<file path="config.mk">
export PLATFORM = sky130hd
export DESIGN_NAME = two_contact_key_velocity_scanner
export DESIGN_NICKNAME = d
export VERILOG_FILES = /design/src/sv/tckvs_pkg.sv /design/src/sv/two_contact_key_velocity_scanner.sv /design/src/sv/tckvs_key_store.sv /design/src/sv/tckvs_ctrl.sv
export SDC_FILE = /design/constraint.sdc
export NUM_CORES = 1
export LEC_CHECK = 0
export ABC_AREA = 1
export BUFFER_PORTS_ARGS = -buffer_cell sky130_fd_sc_hd__buf_2
export CORE_UTILIZATION = 56
export CTS_CLUSTER_SIZE = 40
export DETAILED_ROUTE_END_ITERATION = 8
export PLACE_DENSITY = 0.81
export SLEW_MARGIN = 15
export SYNTH_ARGS = -nofsm -noshare
export SYNTH_HDL_FRONTEND = slang
export SYNTH_SLANG_ARGS = --single-unit
</file>
<file path="constraint.sdc">
create_clock -name clock -period 2.75 [get_ports clock]
set_input_delay 0.275 -clock clock [delete_from_list [all_inputs] [get_ports clock]]
set_output_delay 0.275 -clock clock [all_outputs]
set_load 0.02 [all_outputs]
</file>
<file path="src/sv/tckvs_pkg.sv">
// Shared types, constants and the velocity curve of the two-contact key velocity scanner.
package tckvs_pkg;

   // Number of keys and the width of a key index.
   localparam int KEYS = 16;
   localparam int KEY_W = (KEYS > 1) ? $clog2(KEYS) : 1;
   localparam logic [KEY_W-1:0] LAST_KEY = KEY_W'(KEYS - 1);

   // Counter and message field widths.
   localparam int CNT_W = 7;
   localparam int CONTACT_W = 32;
   localparam logic [CNT_W-1:0] CNT_RELOAD = 7'h7f;

   // Register reset values.
   localparam logic [7:0] STATUS_RESET = 8'h90;
   localparam logic [6:0] BASE_NOTE_RESET = 7'h24;

   // Configuration register indexes.
   typedef enum logic [0:0] {
      CSR_STATUS = 1'b0,
      CSR_BASE_NOTE = 1'b1
   } csr_index_type;

   // Input commands.
   typedef enum logic [0:0] {
      CMD_TICK = 1'b0,
      CMD_TOGGLE = 1'b1
   } command_type;

   // Sequencer states.
   typedef enum logic [1:0] {
      ST_IDLE,
      ST_SCAN,
      ST_LOOKUP,
      ST_EMIT
   } state_type;

   // Position of a byte within a note message.
   typedef enum logic [1:0] {
      BYTE_STATUS = 2'd0,
      BYTE_NOTE = 2'd1,
      BYTE_VELOCITY = 2'd2
   } byte_sel_type;

   // One key update step handed from the sequencer to the key store.
   typedef struct packed {
      logic scan_en;
      logic [KEY_W-1:0] idx;
      logic first_bit;
      logic second_bit;
   } key_cmd_type;

   // Velocity curve, indexed by the captured count.
   localparam logic [6:0] VEL_CURVE [128] = '{
      7'h01, 7'h01, 7'h01, 7'h01, 7'h01, 7'h01, 7'h01, 7'h01,
      7'h01, 7'h01, 7'h01, 7'h01, 7'h01, 7'h01, 7'h01, 7'h01,
      7'h01, 7'h01, 7'h01, 7'h02, 7'h02, 7'h02, 7'h02, 7'h02,
      7'h02, 7'h02, 7'h02, 7'h02, 7'h02, 7'h03, 7'h03, 7'h03,
      7'h03, 7'h03, 7'h03, 7'h03, 7'h03, 7'h04, 7'h04, 7'h04,
      7'h04, 7'h04, 7'h04, 7'h05, 7'h05, 7'h05, 7'h05, 7'h06,
      7'h06, 7'h06, 7'h06, 7'h07, 7'h07, 7'h07, 7'h07, 7'h08,
      7'h08, 7'h08, 7'h09, 7'h09, 7'h09, 7'h0a, 7'h0a, 7'h0b,
      7'h0b, 7'h0b, 7'h0c, 7'h0c, 7'h0d, 7'h0d, 7'h0e, 7'h0f,
      7'h0f, 7'h10, 7'h10, 7'h11, 7'h12, 7'h12, 7'h13, 7'h14,
      7'h15, 7'h16, 7'h16, 7'h17, 7'h18, 7'h19, 7'h1a, 7'h1b,
      7'h1c, 7'h1d, 7'h1f, 7'h20, 7'h21, 7'h22, 7'h24, 7'h25,
      7'h27, 7'h28, 7'h2a, 7'h2b, 7'h2d, 7'h2f, 7'h31, 7'h33,
      7'h35, 7'h37, 7'h39, 7'h3b, 7'h3d, 7'h40, 7'h42, 7'h45,
      7'h48, 7'h4a, 7'h4d, 7'h50, 7'h54, 7'h57, 7'h5a, 7'h5e,
      7'h61, 7'h65, 7'h69, 7'h6d, 7'h72, 7'h76, 7'h7b, 7'h7f
   };

endpackage

</file>
<file path="src/sv/two_contact_key_velocity_scanner.sv">
// Top level of the two-contact key velocity scanner.
// A scan tick is accepted and then the sequencer walks the keys in turn through the
// single counter update unit; a toggle of a second contact is accepted, its velocity is
// looked up and its three-byte note message is sent byte by byte, each byte waiting while
// rsp_stall holds the output register. The block
// stalls its input while it works on an item, and a finished byte waits in the output
// register while the next item is accepted. Even pins give no message. The status byte
// and base note registers may be written at any time the block is idle.
module two_contact_key_velocity_scanner (
   input  logic        clock,
   input  logic        reset,
   input  logic        req_valid,
   output logic        req_stall,
   input  logic        req_command,
   input  logic [31:0] req_contacts,
   input  logic [4:0]  req_pin,
   input  logic        req_pin_level,
   output logic        rsp_valid,
   input  logic        rsp_stall,
   output logic [7:0]  rsp_midi_byte,
   output logic        rsp_message_end,
   output logic [3:0]  rsp_last_key,
   output logic [6:0]  rsp_press_velocity,
   input  logic        csr_valid,
   output logic        csr_ready,
   input  logic        csr_index,
   input  logic [7:0]  csr_data
);
   import tckvs_pkg::*;

   logic [7:0]        status_ff;
   logic [6:0]        base_note_ff;
   key_cmd_type       key_cmd;
   logic [KEY_W-1:0]  rd_idx;
   logic [CNT_W-1:0]  rd_captured;

   // Configuration registers; writes are always taken.
   assign csr_ready = 1'b1;

   always_ff @(posedge clock) begin
      if (reset) begin
         status_ff <= STATUS_RESET;
         base_note_ff <= BASE_NOTE_RESET;
      end else if (csr_valid && csr_ready) begin
         case (csr_index)
            CSR_STATUS: status_ff <= csr_data;
            CSR_BASE_NOTE: base_note_ff <= csr_data[6:0];
            default: ;
         endcase
      end
   end

   tckvs_ctrl u_ctrl (
      .clock              (clock),
      .reset              (reset),
      .req_valid          (req_valid),
      .req_stall          (req_stall),
      .req_command        (req_command),
      .req_contacts       (req_contacts),
      .req_pin            (req_pin),
      .req_pin_level      (req_pin_level),
      .rsp_valid          (rsp_valid),
      .rsp_stall          (rsp_stall),
      .rsp_midi_byte      (rsp_midi_byte),
      .rsp_message_end    (rsp_message_end),
      .rsp_last_key       (rsp_last_key),
      .rsp_press_velocity (rsp_press_velocity),
      .status_byte        (status_ff),
      .base_note          (base_note_ff),
      .key_cmd            (key_cmd),
      .rd_idx             (rd_idx),
      .rd_captured        (rd_captured)
   );

   tckvs_key_store u_key_store (
      .clock       (clock),
      .reset       (reset),
      .key_cmd     (key_cmd),
      .rd_idx      (rd_idx),
      .rd_captured (rd_captured)
   );

endmodule

</file>
<file path="src/sv/tckvs_key_store.sv">
// Per-key counter and capture store with the shared counter update unit.
module tckvs_key_store (
   input  logic                                 clock,
   input  logic                                 reset,
   input  tckvs_pkg::key_cmd_type               key_cmd,
   input  logic [tckvs_pkg::KEY_W-1:0]          rd_idx,
   output logic [tckvs_pkg::CNT_W-1:0]          rd_captured
);
   import tckvs_pkg::*;

   logic [CNT_W-1:0] counter_ff [KEYS];
   logic [CNT_W-1:0] captured_ff [KEYS];
   logic [CNT_W-1:0] cur_count;
   logic [CNT_W-1:0] counter_in;
   logic             capture_en;

   // The one update unit: reload, saturating decrement or capture.
   always_comb begin
      cur_count = counter_ff[key_cmd.idx];
      counter_in = cur_count;
      capture_en = 1'b0;
      if (!key_cmd.first_bit) begin
         counter_in = CNT_RELOAD;
      end else if (key_cmd.second_bit) begin
         if (cur_count != '0) begin
            counter_in = cur_count - 1'b1;
         end
      end else begin
         capture_en = 1'b1;
      end
   end

   // Store write for the key at the sequencer's index.
   always_ff @(posedge clock) begin
      if (reset) begin
         for (int k = 0; k < KEYS; k++) begin
            counter_ff[k] <= CNT_RELOAD;
            captured_ff[k] <= '0;
         end
      end else if (key_cmd.scan_en) begin
         counter_ff[key_cmd.idx] <= counter_in;
         if (capture_en) begin
            captured_ff[key_cmd.idx] <= cur_count;
         end
      end
   end

   // Capture read for the velocity lookup.
   assign rd_captured = captured_ff[rd_idx];

   a_reload: assert property (@(posedge clock) disable iff (reset)
      key_cmd.scan_en && !key_cmd.first_bit |=> counter_ff[$past(key_cmd.idx)] == CNT_RELOAD)
      else $error("counter not reloaded while first contact open");
   a_capture: assert property (@(posedge clock) disable iff (reset)
      key_cmd.scan_en && key_cmd.first_bit && !key_cmd.second_bit
      |=> captured_ff[$past(key_cmd.idx)] == counter_ff[$past(key_cmd.idx)])
      else $error("captured count does not match held counter");
   a_decrement: assert property (@(posedge clock) disable iff (reset)
      key_cmd.scan_en && key_cmd.first_bit && key_cmd.second_bit && cur_count != '0
      |=> counter_ff[$past(key_cmd.idx)] == $past(cur_count) - 1'b1)
      else $error("counter did not count down");

endmodule

</file>
<file path="src/sv/tckvs_ctrl.sv">
// Sequencer: walks the keys on a scan tick and sends note messages on a toggle.
module tckvs_ctrl (
   input  logic                                 clock,
   input  logic                                 reset,
   input  logic                                 req_valid,
   output logic                                 req_stall,
   input  logic                                 req_command,
   input  logic [31:0]                          req_contacts,
   input  logic [4:0]                           req_pin,
   input  logic                                 req_pin_level,
   output logic                                 rsp_valid,
   input  logic                                 rsp_stall,
   output logic [7:0]                           rsp_midi_byte,
   output logic                                 rsp_message_end,
   output logic [3:0]                           rsp_last_key,
   output logic [6:0]                           rsp_press_velocity,
   input  logic [7:0]                           status_byte,
   input  logic [6:0]                           base_note,
   output tckvs_pkg::key_cmd_type               key_cmd,
   output logic [tckvs_pkg::KEY_W-1:0]          rd_idx,
   input  logic [tckvs_pkg::CNT_W-1:0]          rd_captured
);
   import tckvs_pkg::*;

   state_type          state_ff, state_in;
   logic [KEY_W-1:0]   idx_ff;
   logic [CONTACT_W-1:0] contacts_ff;
   logic [KEY_W-1:0]   key_ff;
   logic               level_ff;
   byte_sel_type       byte_sel_ff;
   logic [6:0]         vel_ff;
   logic [3:0]         recent_key_ff;
   logic [6:0]         recent_vel_ff;
   logic               rsp_valid_ff;
   logic [7:0]         rsp_byte_ff;
   logic               rsp_end_ff;
   logic [3:0]         rsp_key_ff;
   logic [6:0]         rsp_vel_ff;

   logic               accept;
   logic               start_scan;
   logic               start_toggle;
   logic               scan_last;
   logic               out_free;
   logic               emit_load;
   logic [7:0]         emit_byte;

   // Decode of an accepted beat.
   assign accept = req_valid && !req_stall;
   assign start_scan = accept && (req_command == CMD_TICK);
   assign start_toggle = accept && (req_command == CMD_TOGGLE) && req_pin[0]
      && (32'(req_pin[4:1]) < 32'(KEYS));
   assign scan_last = (idx_ff == LAST_KEY);
   assign out_free = !rsp_valid_ff || !rsp_stall;

   // Next state.
   always_comb begin
      state_in = state_ff;
      case (state_ff)
         ST_IDLE: begin
            if (start_scan) begin
               state_in = ST_SCAN;
            end else if (start_toggle) begin
               state_in = ST_LOOKUP;
            end
         end
         ST_SCAN: begin
            if (scan_last) begin
               state_in = ST_IDLE;
            end
         end
         ST_LOOKUP: state_in = ST_EMIT;
         ST_EMIT: begin
            if (out_free && byte_sel_ff == BYTE_VELOCITY) begin
               state_in = ST_IDLE;
            end
         end
         default: state_in = ST_IDLE;
      endcase
   end

   // Outputs of the sequencer. The current key's two contact bits sit at the
   // bottom of the shift register.
   always_comb begin
      req_stall = 1'b1;
      key_cmd.scan_en = 1'b0;
      key_cmd.idx = idx_ff;
      key_cmd.first_bit = contacts_ff[0];
      key_cmd.second_bit = contacts_ff[1];
      emit_load = 1'b0;
      case (state_ff)
         ST_IDLE: req_stall = 1'b0;
         ST_SCAN: key_cmd.scan_en = 1'b1;
         ST_LOOKUP: ;
         ST_EMIT: emit_load = out_free;
         default: ;
      endcase
   end

   assign rd_idx = key_ff;

   // Byte of the message at the current position.
   always_comb begin
      case (byte_sel_ff)
         BYTE_STATUS: emit_byte = status_byte;
         BYTE_NOTE: emit_byte = {1'b0, base_note + 7'(key_ff)};
         BYTE_VELOCITY: emit_byte = {1'b0, vel_ff};
         default: emit_byte = '0;
      endcase
   end

   // Control registers.
   always_ff @(posedge clock) begin
      if (reset) begin
         state_ff <= ST_IDLE;
         rsp_valid_ff <= 1'b0;
         recent_key_ff <= '0;
         recent_vel_ff <= '0;
      end else begin
         state_ff <= state_in;
         if (out_free) begin
            rsp_valid_ff <= emit_load;
         end
         if (state_ff == ST_LOOKUP && !level_ff) begin
            recent_key_ff <= 4'(key_ff);
            recent_vel_ff <= VEL_CURVE[rd_captured];
         end
      end
   end

   // Working and payload registers.
   always_ff @(posedge clock) begin
      if (start_scan) begin
         idx_ff <= '0;
         contacts_ff <= req_contacts;
      end else if (state_ff == ST_SCAN) begin
         idx_ff <= idx_ff + 1'b1;
         contacts_ff <= {2'b00, contacts_ff[CONTACT_W-1:2]};
      end
      if (start_toggle) begin
         key_ff <= KEY_W'(req_pin[4:1]);
         level_ff <= req_pin_level;
      end
      if (state_ff == ST_LOOKUP) begin
         vel_ff <= level_ff ? 7'd0 : VEL_CURVE[rd_captured];
         byte_sel_ff <= BYTE_STATUS;
      end else if (emit_load) begin
         byte_sel_ff <= byte_sel_type'(byte_sel_ff + 2'd1);
      end
      if (emit_load) begin
         rsp_byte_ff <= emit_byte;
         rsp_end_ff <= (byte_sel_ff == BYTE_VELOCITY);
         rsp_key_ff <= recent_key_ff;
         rsp_vel_ff <= recent_vel_ff;
      end
   end

   assign rsp_valid = rsp_valid_ff;
   assign rsp_midi_byte = rsp_byte_ff;
   assign rsp_message_end = rsp_end_ff;
   assign rsp_last_key = rsp_key_ff;
   assign rsp_press_velocity = rsp_vel_ff;

   a_scan_ends: assert property (@(posedge clock) disable iff (reset)
      state_ff == ST_SCAN && scan_last |=> state_ff == ST_IDLE)
      else $error("scan did not end after the last key");
   a_lookup_then_emit: assert property (@(posedge clock) disable iff (reset)
      state_ff == ST_LOOKUP |=> state_ff == ST_EMIT && byte_sel_ff == BYTE_STATUS)
      else $error("message did not start with the status byte");
   a_end_byte_small: assert property (@(posedge clock) disable iff (reset)
      rsp_valid_ff && rsp_end_ff |-> !rsp_byte_ff[7])
      else $error("velocity byte has its top bit set");

endmodule

</file>
==> flow_summary.html, run 1 <==
<table>
<tr><th>Metric</th><th>Value</th></tr>
<tr><th colspan="2">Hold path</th></tr>
<tr><td>Worst min-delay path category</td><td>in2reg</td></tr>
<tr><td>Worst Hold End</td><td>base_note_ff[5]</td></tr>
<tr><td>Critical hold path startpoint</td><td>csr_data[5]</td></tr>
<tr><td>Hold depth</td><td>3</td></tr>
<tr><th colspan="2">Synth</th></tr>
<tr><td>Top-area cell type share of the netlist area</td><td>0.5390</td></tr>
<tr><td>Share of synthesized area occupied by flip-flops and latches</td><td>0.5926</td></tr>
<tr><td>Per-instance average area after synthesis</td><td>about 9.4 sq um</td></tr>
<tr><td>Async set or reset register ratio after synthesis</td><td>0</td></tr>
<tr><td>Synth top area cells</td><td>sky130_fd_sc_hd__edfxtp_1 (54%), sky130_fd_sc_hd__nand2_1 (8.4%), sky130_fd_sc_hd__nor2_1 (6.9%)</td></tr>
<tr><td>Library cell with the highest instance count after synthesis</td><td>sky130_fd_sc_hd__nand2_1</td></tr>
<tr><td>Synthesized instance count</td><td>approximately 1700</td></tr>
<tr><td>Most used standard cells in the synthesized netlist</td><td>sky130_fd_sc_hd__nand2_1 (358), sky130_fd_sc_hd__nor2_1 (297), sky130_fd_sc_hd__edfxtp_1 (288), sky130_fd_sc_hd__nand3_1 (185), sky130_fd_sc_hd__inv_1 (104)</td></tr>
<tr><td>Synthesis Warnings</td><td>0</td></tr>
<tr><td>Post-synthesis cell area</td><td>approximately 16000 sq um</td></tr>
<tr><td>Number of library cell types mapped by synthesis</td><td>46</td></tr>
<tr><td>Number of enable flip-flop cells after synthesis</td><td>roughly 290</td></tr>
<tr><td>Primary flip-flop cell chosen by synthesis mapping</td><td>sky130_fd_sc_hd__edfxtp_1</td></tr>
<tr><td>Yosys top cell by area</td><td>sky130_fd_sc_hd__edfxtp_1</td></tr>
<tr><td>Total nets after synthesis</td><td>1788</td></tr>
<tr><td>Register bit count reported by yosys</td><td>between 300 and 400</td></tr>
<tr><th colspan="2">Route</th></tr>
<tr><td>Average vias per placed instance</td><td>between 6 and 7</td></tr>
<tr><td>Antenna-violating nets left</td><td>0</td></tr>
<tr><td>Total vias in the final route</td><td>13350</td></tr>
<tr><td>Drt first pass iters</td><td>8</td></tr>
<tr><td>Initial drt markers</td><td>1802</td></tr>
<tr><td>Detailed Route WL</td><td>~44000 um</td></tr>
<tr><td>Wirelength per Cell</td><td>slightly below 20 um</td></tr>
<tr><td>Post-route DRC violation count</td><td>0</td></tr>
<tr><th colspan="2">Clocking</th></tr>
<tr><td>H-tree levels</td><td>2</td></tr>
<tr><td>Clock edge transition at the registers on the reported setup and hold paths</td><td>60 ps</td></tr>
<tr><td>Clock tree from TritonCTS</td><td>built</td></tr>
<tr><td>Cell at the root of the clock tree</td><td>sky130_fd_sc_hd__clkbuf_16</td></tr>
<tr><td>Total CTS buffers</td><td>35</td></tr>
<tr><td>Maximum buffer depth of the clock tree</td><td>3</td></tr>
<tr><td>Insertion delay of the later-clocked pin in the worst-skew pair</td><td>530 ps</td></tr>
<tr><td>TritonCTS Sinks</td><td>331</td></tr>
<tr><th colspan="2">Power and ir drop</th></tr>
<tr><td>Power share of the clock group</td><td>0.295</td></tr>
<tr><td>Part of the total power dissipated in sequential elements</td><td>0.391</td></tr>
<tr><td>Maximum vdd drop</td><td>between 600 and 700 uV</td></tr>
<tr><td>Internal power</td><td>10.30 mW</td></tr>
<tr><td>Comb power frac</td><td>0.314</td></tr>
<tr><td>Leakage component of the power</td><td>around 7.2 nW</td></tr>
<tr><td>Net Sw Power</td><td>5.929 mW</td></tr>
<tr><td>Power density of the placed cells</td><td>around 880 nW/um^2</td></tr>
<tr><td>Switching Share</td><td>0.3652</td></tr>
<tr><th colspan="2">Global routing</th></tr>
<tr><td>Number of antenna violations at the first check in global routing</td><td>0</td></tr>
<tr><td>Remaining global-route overflow</td><td>0</td></tr>
<tr><td>Largest net degree at the start of global routing</td><td>between 40 and 50</td></tr>
<tr><td>Most utilized layer in the global route result</td><td>met2</td></tr>
<tr><td>Gr usage total</td><td>0.2983</td></tr>
<tr><td>GR Layer Usage met3</td><td>0.05545</td></tr>
<tr><td>Global-route wire length before repair</td><td>around 67000 um</td></tr>
<tr><td>Met2 usage</td><td>0.4905</td></tr>
<tr><td>Global routing met1 resource utilization</td><td>0.3846</td></tr>
<tr><td>Via count of the first global-routing pass</td><td>between 10000 and 15000</td></tr>
<tr><th colspan="2">STA</th></tr>
<tr><td>Clock Skews</td><td>~29 ps</td></tr>
<tr><td>Worst hold slack</td><td>around 13 ps</td></tr>
<tr><td>Number of pins with negative max-slew slack in the final report</td><td>0</td></tr>
<tr><td>Transition time of the tightest slew-check pin</td><td>slightly below 600 ps</td></tr>
<tr><td>Final Hold Viols</td><td>0</td></tr>
<tr><td>TNS Setup</td><td>0 ps</td></tr>
<tr><td>Slew Limit Headroom</td><td>0.6141</td></tr>
<tr><td>Period minus WS final</td><td>2683 ps</td></tr>
<tr><td>Setup repair after global routing missed its margin</td><td>yes</td></tr>
<tr><td>F_max</td><td>roughly 370 MHz</td></tr>
<tr><td>Final period utilization</td><td>0.9755</td></tr>
<tr><td>Total of endpoints with negative setup slack in the final report</td><td>0</td></tr>
<tr><th colspan="2">Setup path</th></tr>
<tr><td>Slack of the worst reg-to-reg path</td><td>between 60 and 70 ps</td></tr>
<tr><td>CP Capture Type</td><td>register</td></tr>
<tr><td>Worst r2r dst</td><td>u_key_store.counter_ff[15][0]</td></tr>
<tr><td>Crit Path Max Fanout</td><td>16</td></tr>
<tr><td>Maximum cell stage delay along the critical path</td><td>360 ps</td></tr>
<tr><td>Crit path required time</td><td>~3100 ps</td></tr>
<tr><td>Startpoint class of the critical path</td><td>register</td></tr>
<tr><td>Category of cells accounting for the largest share of critical-path delay</td><td>simple AND/OR/NAND/NOR gates</td></tr>
<tr><td>Critical Setup Path Class</td><td>reg2reg</td></tr>
<tr><td>CP cell instances</td><td>inv_2 -&gt; o21ai_0 -&gt; o211ai_1 -&gt; nand3_1 -&gt; nand2_2 -&gt; clkinv_1 -&gt; ha_1 -&gt; nand4_4 -&gt; nand3_2 -&gt; nand4_1</td></tr>
<tr><td>Library cell contributing the largest single delay on the critical path</td><td>sky130_fd_sc_hd__nand3_2</td></tr>
<tr><td>Number of cells on the worst reg-to-reg path</td><td>10</td></tr>
<tr><td>Critical path buffers and inverters</td><td>2</td></tr>
<tr><td>Data arrival at the endpoint of the critical path</td><td>slightly above 3000 ps</td></tr>
<tr><th colspan="2">Placement</th></tr>
<tr><td>Half-perimeter wire length after detailed placement</td><td>roughly 28000 um</td></tr>
<tr><td>Number of port buffers</td><td>74</td></tr>
<tr><td>Cell Count Post-Placement</td><td>2136</td></tr>
<tr><td>Final estimated routing congestion in global placement</td><td>slightly above 1</td></tr>
<tr><th colspan="2">Finish</th></tr>
<tr><td>Post-route non-filler standard cell count</td><td>between 2000 and 2500</td></tr>
<tr><td>Area growth from synthesis to layout</td><td>14.63%</td></tr>
<tr><td>Final layout net count</td><td>between 1500 and 2000</td></tr>
<tr><td>Antenna Cells</td><td>0</td></tr>
<tr><td>Layout cell share with drive strength beyond 1</td><td>0.1462</td></tr>
<tr><th colspan="2">Die</th></tr>
<tr><td>Starting density of the core</td><td>0.5728</td></tr>
<tr><td>Die extent in y</td><td>roughly 170 um</td></tr>
<tr><td>Std cell rows</td><td>61</td></tr>
<tr><td>Number of ports placed on the die boundary</td><td>76</td></tr>
<tr><td>Overall die area</td><td>29330 sq um</td></tr>
<tr><td>Chip width</td><td>171.3 um</td></tr>
<tr><td>Area of the core</td><td>roughly 28000 sq um</td></tr>
<tr><th colspan="2">Outcome</th></tr>
<tr><td>Run status</td><td>finished, final reports clean</td></tr>
<tr><th colspan="2">Flow run</th></tr>
<tr><td>Max-cap viol count</td><td>0</td></tr>
</table>
## cells in the final DEF (no fill, tap or decap), types with 3 or more instances in the layout
master / n
sky130_fd_sc_hd__dlygate4sd3_1: 10
sky130_fd_sc_hd__a31oi_1: 7
sky130_fd_sc_hd__clkbuf_1: 6
sky130_fd_sc_hd__or2_2: 8
sky130_fd_sc_hd__o221ai_1: 5
sky130_fd_sc_hd__clkinv_2: 6
sky130_fd_sc_hd__o211ai_1: 39
sky130_fd_sc_hd__o21a_1: 3
sky130_fd_sc_hd__xor2_1: 3
sky130_fd_sc_hd__a21oi_1: 24
sky130_fd_sc_hd__clkbuf_8: 5
sky130_fd_sc_hd__nand4_1: 36
sky130_fd_sc_hd__o21ai_1: 42
sky130_fd_sc_hd__nor2_2: 6
sky130_fd_sc_hd__nand2_4: 6
sky130_fd_sc_hd__nor3_2: 6
sky130_fd_sc_hd__o21ai_0: 83
sky130_fd_sc_hd__clkinv_1: 8
sky130_fd_sc_hd__nor2_1: 293
sky130_fd_sc_hd__inv_2: 13
sky130_fd_sc_hd__clkbuf_16: 38
sky130_fd_sc_hd__edfxtp_1: 288
sky130_fd_sc_hd__nand2_1: 357
sky130_fd_sc_hd__nor3_1: 5
sky130_fd_sc_hd__dfxtp_1: 40
sky130_fd_sc_hd__bufinv_16: 3
sky130_fd_sc_hd__buf_12: 5
sky130_fd_sc_hd__inv_1: 103
sky130_fd_sc_hd__ha_1: 25
sky130_fd_sc_hd__nand3_2: 3
sky130_fd_sc_hd__nand3_1: 183
sky130_fd_sc_hd__nand2_2: 9
sky130_fd_sc_hd__buf_4: 66
sky130_fd_sc_hd__buf_2: 74
## per-stage QoR
stage	power (mW)	cell area [sq um]	util	setup WS [ps]
floorplan	9.582	16050	-	51.39
global placement	11.13	16960	0.6054	25.67
detailed placement	11.22	16960	0.6054	25.24
CTS	15.96	18220	0.6505	25.43
global route	16.84	18390	0.6566	-63.12
finish	16.23	18390	0.6566	67.37
## power groups by stage
stage | combinational, mW | clock [mW] | sequential, mW
after floorplan | 3.19 | 0 | 6.40
after global placement | 4.71 | 0 | 6.42
after detailed placement | 4.79 | 0 | 6.43
after CTS | 4.84 | 4.79 | 6.34
after global routing | 5.45 | 4.99 | 6.40
final | 5.10 | 4.79 | 6.35
## state kept, by name, indices dropped and copies added, names as in the netlist, named ones only
register,count
u_key_store.captured_ff,112
u_key_store.counter_ff,112
u_ctrl.contacts_ff,32
status_ff,8
u_ctrl.rsp_midi_byte,8
base_note_ff,7
u_ctrl.recent_vel_ff,7
u_ctrl.rsp_press_velocity,7
u_ctrl.vel_ff,7
u_ctrl.idx_ff,4
u_ctrl.rd_idx,4
u_ctrl.recent_key_ff,4
u_ctrl.rsp_last_key,4
u_ctrl.byte_sel_ff,2
u_ctrl.state_ff,2
u_ctrl.level_ff,1
u_ctrl.rsp_message_end,1
u_ctrl.rsp_valid,1
## metal layers
metal	share of wire	wire length, um	up-vias
met2	0.48	20870	848
met5	0	0	-
met1	0.38	16470	6292
met3	0.10	4553	174
met4	0.044	1908	0
li1	-	-	6031
## how the worst max path moves through the flow
stage               startpoint                            end  cells after the start
CTS                   register               u_ctrl.vel_ff[3]                     14
detailed placement    register               u_ctrl.vel_ff[3]                     15
global placement      register               u_ctrl.vel_ff[3]                     15
floorplan             register   u_key_store.counter_ff[3][2]                     19
global route          register  u_key_store.counter_ff[15][0]                     12
finish                register  u_key_store.counter_ff[15][0]                     10
## kinds of logic (layout without fill, tap and decap cells)
family,after synthesis,count (layout),share of synthesized area
other,1,1,0.0002337
AND/OR/NAND/NOR,920,920,0.2477
AO/OA/AOI/OAI,209,209,0.07431
XOR/XNOR,5,5,0.003665
buffers and inverters,213,346,0.05919
flip-flops,331,331,0.5926
adder cells (fa/ha/maj),28,28,0.02230
## area by class of cell
cell class	instances	area, sq um
Timing Repair inverter	1	8.758
Timing Repair Buffer	158	1127
Tap cell	378	473.0
Clock inverter	17	168.9
Inverter	123	484.2
Multi-Input combinational cell	1163	5623
Fill cell	2148	9618
Clock buffer	47	992.2
Sequential cell	331	9515
## worst reg2reg max path, cell delays in order (launching register included)
cell and delay, ps:
sky130_fd_sc_hd__dfxtp_1 340, sky130_fd_sc_hd__inv_2 230, sky130_fd_sc_hd__o21ai_0 180, sky130_fd_sc_hd__o211ai_1 220, sky130_fd_sc_hd__nand3_1 240, sky130_fd_sc_hd__nand2_2 180, sky130_fd_sc_hd__clkinv_1 130, sky130_fd_sc_hd__ha_1 240
sky130_fd_sc_hd__nand4_4 140, sky130_fd_sc_hd__nand3_2 360, sky130_fd_sc_hd__nand4_1 250
## repair_timing
action / 4_1_cts / 5_1_grt
buffers inserted: 0 / 5
hold endpoints to repair: 11 / 0
gates resized for setup: 1 / 24
endpoints found under the setup margin: 1 / 120
hold buffers: 10 / 0
gates cloned: 0 / 3
Note: power is estimated with default switching activity, not from simulation.
==> run 2, diff against run 1 <==
- PLACE_DENSITY: 0.81 -> 0.77
==> flow_summary.html, run 2 (synthesized netlist as in run 1, its figures left out) <==
<table>
<tr><th>Metric</th><th>Value</th></tr>
<tr><th colspan="2">Outcome</th></tr>
<tr><td>Run status</td><td>finished, final reports clean</td></tr>
<tr><th colspan="2">Clocking</th></tr>
<tr><td>Cell at the root of the clock tree</td><td>sky130_fd_sc_hd__clkbuf_16</td></tr>
<tr><td>Total CTS buffers</td><td>37 (+5.7%)</td></tr>
<tr><td>Clock edge transition at the registers on the reported setup and hold paths</td><td>60 ps (about the same)</td></tr>
<tr><td>Maximum buffer depth of the clock tree</td><td>3 (unchanged)</td></tr>
<tr><td>Clock tree from TritonCTS</td><td>built</td></tr>
<tr><td>Insertion delay of the later-clocked pin in the worst-skew pair</td><td>530 ps (about the same)</td></tr>
<tr><td>TritonCTS Sinks</td><td>331 (unchanged)</td></tr>
<tr><td>H-tree levels</td><td>2 (unchanged)</td></tr>
<tr><th colspan="2">Setup path</th></tr>
<tr><td>Critical path buffers and inverters</td><td>3 (+1)</td></tr>
<tr><td>CP Capture Type</td><td>register</td></tr>
<tr><td>Worst r2r dst</td><td>u_key_store.counter_ff[12][2]</td></tr>
<tr><td>Number of cells on the worst reg-to-reg path</td><td>11 (+1)</td></tr>
<tr><td>Critical Setup Path Class</td><td>reg2reg</td></tr>
<tr><td>Library cell contributing the largest single delay on the critical path</td><td>sky130_fd_sc_hd__inv_1</td></tr>
<tr><td>Category of cells accounting for the largest share of critical-path delay</td><td>simple AND/OR/NAND/NOR gates</td></tr>
<tr><td>CP cell instances</td><td>inv_1 -&gt; o221ai_1 -&gt; nand3_1 -&gt; nand2_1 -&gt; inv_2 -&gt; ha_1 -&gt; nand4_4 -&gt; nand2_4 -&gt; inv_4 -&gt; nand2_4 -&gt; nand3_1</td></tr>
<tr><td>Data arrival at the endpoint of the critical path</td><td>2960 ps (-90 ps)</td></tr>
<tr><td>Crit Path Max Fanout</td><td>16 (unchanged)</td></tr>
<tr><td>Slack of the worst reg-to-reg path</td><td>40 ps (-30 ps)</td></tr>
<tr><td>Crit path required time</td><td>3000 ps (-120 ps)</td></tr>
<tr><td>Maximum cell stage delay along the critical path</td><td>410 ps (+50 ps)</td></tr>
<tr><td>Startpoint class of the critical path</td><td>register</td></tr>
<tr><th colspan="2">Hold path</th></tr>
<tr><td>Worst Hold End</td><td>u_ctrl.contacts_ff[28]</td></tr>
<tr><td>Worst min-delay path category</td><td>in2reg</td></tr>
<tr><td>Hold depth</td><td>3 (unchanged)</td></tr>
<tr><td>Critical hold path startpoint</td><td>req_contacts[28]</td></tr>
<tr><th colspan="2">STA</th></tr>
<tr><td>Number of pins with negative max-slew slack in the final report</td><td>0 (unchanged)</td></tr>
<tr><td>Slew Limit Headroom</td><td>0.6355 (+0.02148)</td></tr>
<tr><td>Final Hold Viols</td><td>0 (unchanged)</td></tr>
<tr><td>Clock Skews</td><td>20.92 ps (-8.386 ps)</td></tr>
<tr><td>Total of endpoints with negative setup slack in the final report</td><td>0 (unchanged)</td></tr>
<tr><td>Setup repair after global routing missed its margin</td><td>yes</td></tr>
<tr><td>Transition time of the tightest slew-check pin</td><td>546.1 ps (-31.98 ps)</td></tr>
<tr><td>F_max</td><td>369.0 MHz (-1.0%)</td></tr>
<tr><td>Period minus WS final</td><td>2710 ps (+27.11 ps)</td></tr>
<tr><td>Final period utilization</td><td>0.9854 (+0.009860)</td></tr>
<tr><td>Worst hold slack</td><td>19.14 ps (+6.165 ps)</td></tr>
<tr><th colspan="2">Finish</th></tr>
<tr><td>Most frequent cells in the layout</td><td>sky130_fd_sc_hd__nand2_1 (354), sky130_fd_sc_hd__nor2_1 (294), sky130_fd_sc_hd__edfxtp_1 (288), sky130_fd_sc_hd__nand3_1 (185), sky130_fd_sc_hd__inv_1 (102)</td></tr>
<tr><td>Top flop regs</td><td>u_key_store.captured_ff (112), u_key_store.counter_ff (112), u_ctrl.contacts_ff (32)</td></tr>
<tr><td>Utilization after layout</td><td>0.6560 (about the same)</td></tr>
<tr><td>Number of fillers in the final layout</td><td>2202 (+2.5%)</td></tr>
<tr><td>Register Area</td><td>9518 sq um (about the same)</td></tr>
<tr><td>Post-route non-filler standard cell count</td><td>2216 (-0.090%)</td></tr>
<tr><td>Antenna Cells</td><td>0 (unchanged)</td></tr>
<tr><td>Final layout net count</td><td>1890 (-0.21%)</td></tr>
<tr><td>Multi-input combinational cell area</td><td>5675 sq um (+0.93%)</td></tr>
<tr><td>Commonest non-fill, non-tap cell in the layout</td><td>sky130_fd_sc_hd__nand2_1</td></tr>
<tr><td>Area growth from synthesis to layout</td><td>14.52% (about the same)</td></tr>
<tr><td>Layout cell share with drive strength beyond 1</td><td>0.1436 (-0.002561)</td></tr>
<tr><th colspan="2">Power and ir drop</th></tr>
<tr><td>Leakage component of the power</td><td>7.116 nW (-0.60%)</td></tr>
<tr><td>Total Power Consumption</td><td>16.17 mW (-0.39%)</td></tr>
<tr><td>Power density of the placed cells</td><td>880.0 nW/um^2 (-0.29%)</td></tr>
<tr><td>Maximum vdd drop</td><td>515.0 uV (-26%)</td></tr>
<tr><th colspan="2">Route</th></tr>
<tr><td>Total vias in the final route</td><td>12970 (-2.8%)</td></tr>
<tr><td>Detailed Route WL</td><td>42310 um (-3.4%)</td></tr>
<tr><td>Post-route DRC violation count</td><td>0 (unchanged)</td></tr>
<tr><td>Antenna-violating nets left</td><td>0 (unchanged)</td></tr>
<tr><td>Wirelength per Cell</td><td>19.09 um (-3.3%)</td></tr>
<tr><td>Drt first pass iters</td><td>6 (-2)</td></tr>
<tr><td>Initial drt markers</td><td>1690 (-6.2%)</td></tr>
<tr><td>Average vias per placed instance</td><td>5.852 (-2.7%)</td></tr>
<tr><th colspan="2">Die</th></tr>
<tr><td>Chip width</td><td>171.3 um (unchanged)</td></tr>
<tr><td>Die extent in y</td><td>171.3 um (unchanged)</td></tr>
<tr><td>Area of the core</td><td>28010 sq um (unchanged)</td></tr>
<tr><td>Number of ports placed on the die boundary</td><td>76 (unchanged)</td></tr>
<tr><td>Overall die area</td><td>29330 sq um (unchanged)</td></tr>
<tr><td>Std cell rows</td><td>61 (unchanged)</td></tr>
<tr><td>Starting density of the core</td><td>0.5728 (unchanged)</td></tr>
<tr><th colspan="2">Global routing</th></tr>
<tr><td>Remaining global-route overflow</td><td>0 (unchanged)</td></tr>
<tr><td>Global-route wire length before repair</td><td>65910 um (-1.2%)</td></tr>
<tr><td>Gr usage total</td><td>0.2922 (-0.006052)</td></tr>
<tr><td>Number of antenna violations at the first check in global routing</td><td>0 (unchanged)</td></tr>
<tr><td>Largest net degree at the start of global routing</td><td>35 (-27%)</td></tr>
<tr><td>Via count of the first global-routing pass</td><td>12570 (-0.34%)</td></tr>
<tr><th colspan="2">Placement</th></tr>
<tr><td>Number of port buffers</td><td>74 (unchanged)</td></tr>
<tr><td>Half-perimeter wire length after detailed placement</td><td>27990 um (-0.13%)</td></tr>
<tr><td>Final estimated routing congestion in global placement</td><td>0.9897 (-2.0%)</td></tr>
<tr><td>Cell Count Post-Placement</td><td>2138 (+0.094%)</td></tr>
<tr><th colspan="2">Flow run</th></tr>
<tr><td>Max-cap viol count</td><td>0 (unchanged)</td></tr>
</table>
## run 2: cell count changes in the layout (fill, tap and decap cells not counted), moves of 3 or more
cell,before,now
sky130_fd_sc_hd__clkbuf_1,6,12
sky130_fd_sc_hd__nand2_1,357,354
sky130_fd_sc_hd__buf_12,5,8
sky130_fd_sc_hd__clkbuf_8,5,1
sky130_fd_sc_hd__buf_4,66,58
sky130_fd_sc_hd__o21ai_1,42,39
## run 2: worst register-to-register path, stage by stage, from the launching register on
cell and delay (ps):
sky130_fd_sc_hd__dfxtp_1 310, sky130_fd_sc_hd__inv_1 410, sky130_fd_sc_hd__o221ai_1 280, sky130_fd_sc_hd__nand3_1 220, sky130_fd_sc_hd__nand2_1 130, sky130_fd_sc_hd__inv_2 110, sky130_fd_sc_hd__ha_1 190, sky130_fd_sc_hd__nand4_4 160
sky130_fd_sc_hd__nand2_4 130, sky130_fd_sc_hd__inv_4 110, sky130_fd_sc_hd__nand2_4 250, sky130_fd_sc_hd__nand3_1 130
## run 2: timing repair
item | 4_1_cts | 5_1_grt
buffers inserted | 0 | 0
hold endpoints to repair | 10 | 0
hold buffers | 9 | 0
gates resized for setup | 0 | 32
endpoints found under the setup margin | 0 | 114
## run 2: worst max-delay path by stage
stage                                         end  slack (ps)  cells after the start
finish              u_key_store.counter_ff[12][2]          40                     11
global route         u_key_store.counter_ff[8][6]         -40                     11
CTS                 u_key_store.counter_ff[15][1]          40                     11
detailed placement   u_key_store.counter_ff[1][1]          90                     11
global placement     u_key_store.counter_ff[9][1]         160                     11
floorplan            u_key_store.counter_ff[3][2]          50                     19
## run 2: layer usage
metal,track usage,part of all wire,vias to the layer above
li1,-,-,6028
met1,0.3848,0.40,6128
met2,0.4821,0.48,687
met3,0.04648,0.085,125
met4,0.1231,0.035,0
met5,0,0,-
## run 2: cell type report
class                   count  area share
clock inverters            16    0.005652
inverters                 123     0.02594
multi-input cells        1164      0.3089
repair buffers            152     0.05951
flip-flops and latches    331      0.5180
clock buffers              52     0.05631
well taps                 378     0.02574
## run 2: power breakdown
group	total, mW	internal [mW]	switching (mW)	leakage (nW)
clock	4.70	2.72	1.97	0.558
sequential	6.36	6.10	0.261	2.87
combinational	5.11	1.43	3.68	3.68
total	16.2	10.3	5.92	7.12
## run 2: through the flow
step                      cell area (sq um)  setup TNS, ps  setup slack [ps]
final                                 18380              0             40.26
after global routing                  18380         -801.8            -38.76
after CTS                             18250              0             40.57
after detailed placement              17020              0             87.91
after global placement                17020              0             159.2
after floorplan                       16050              0             51.39
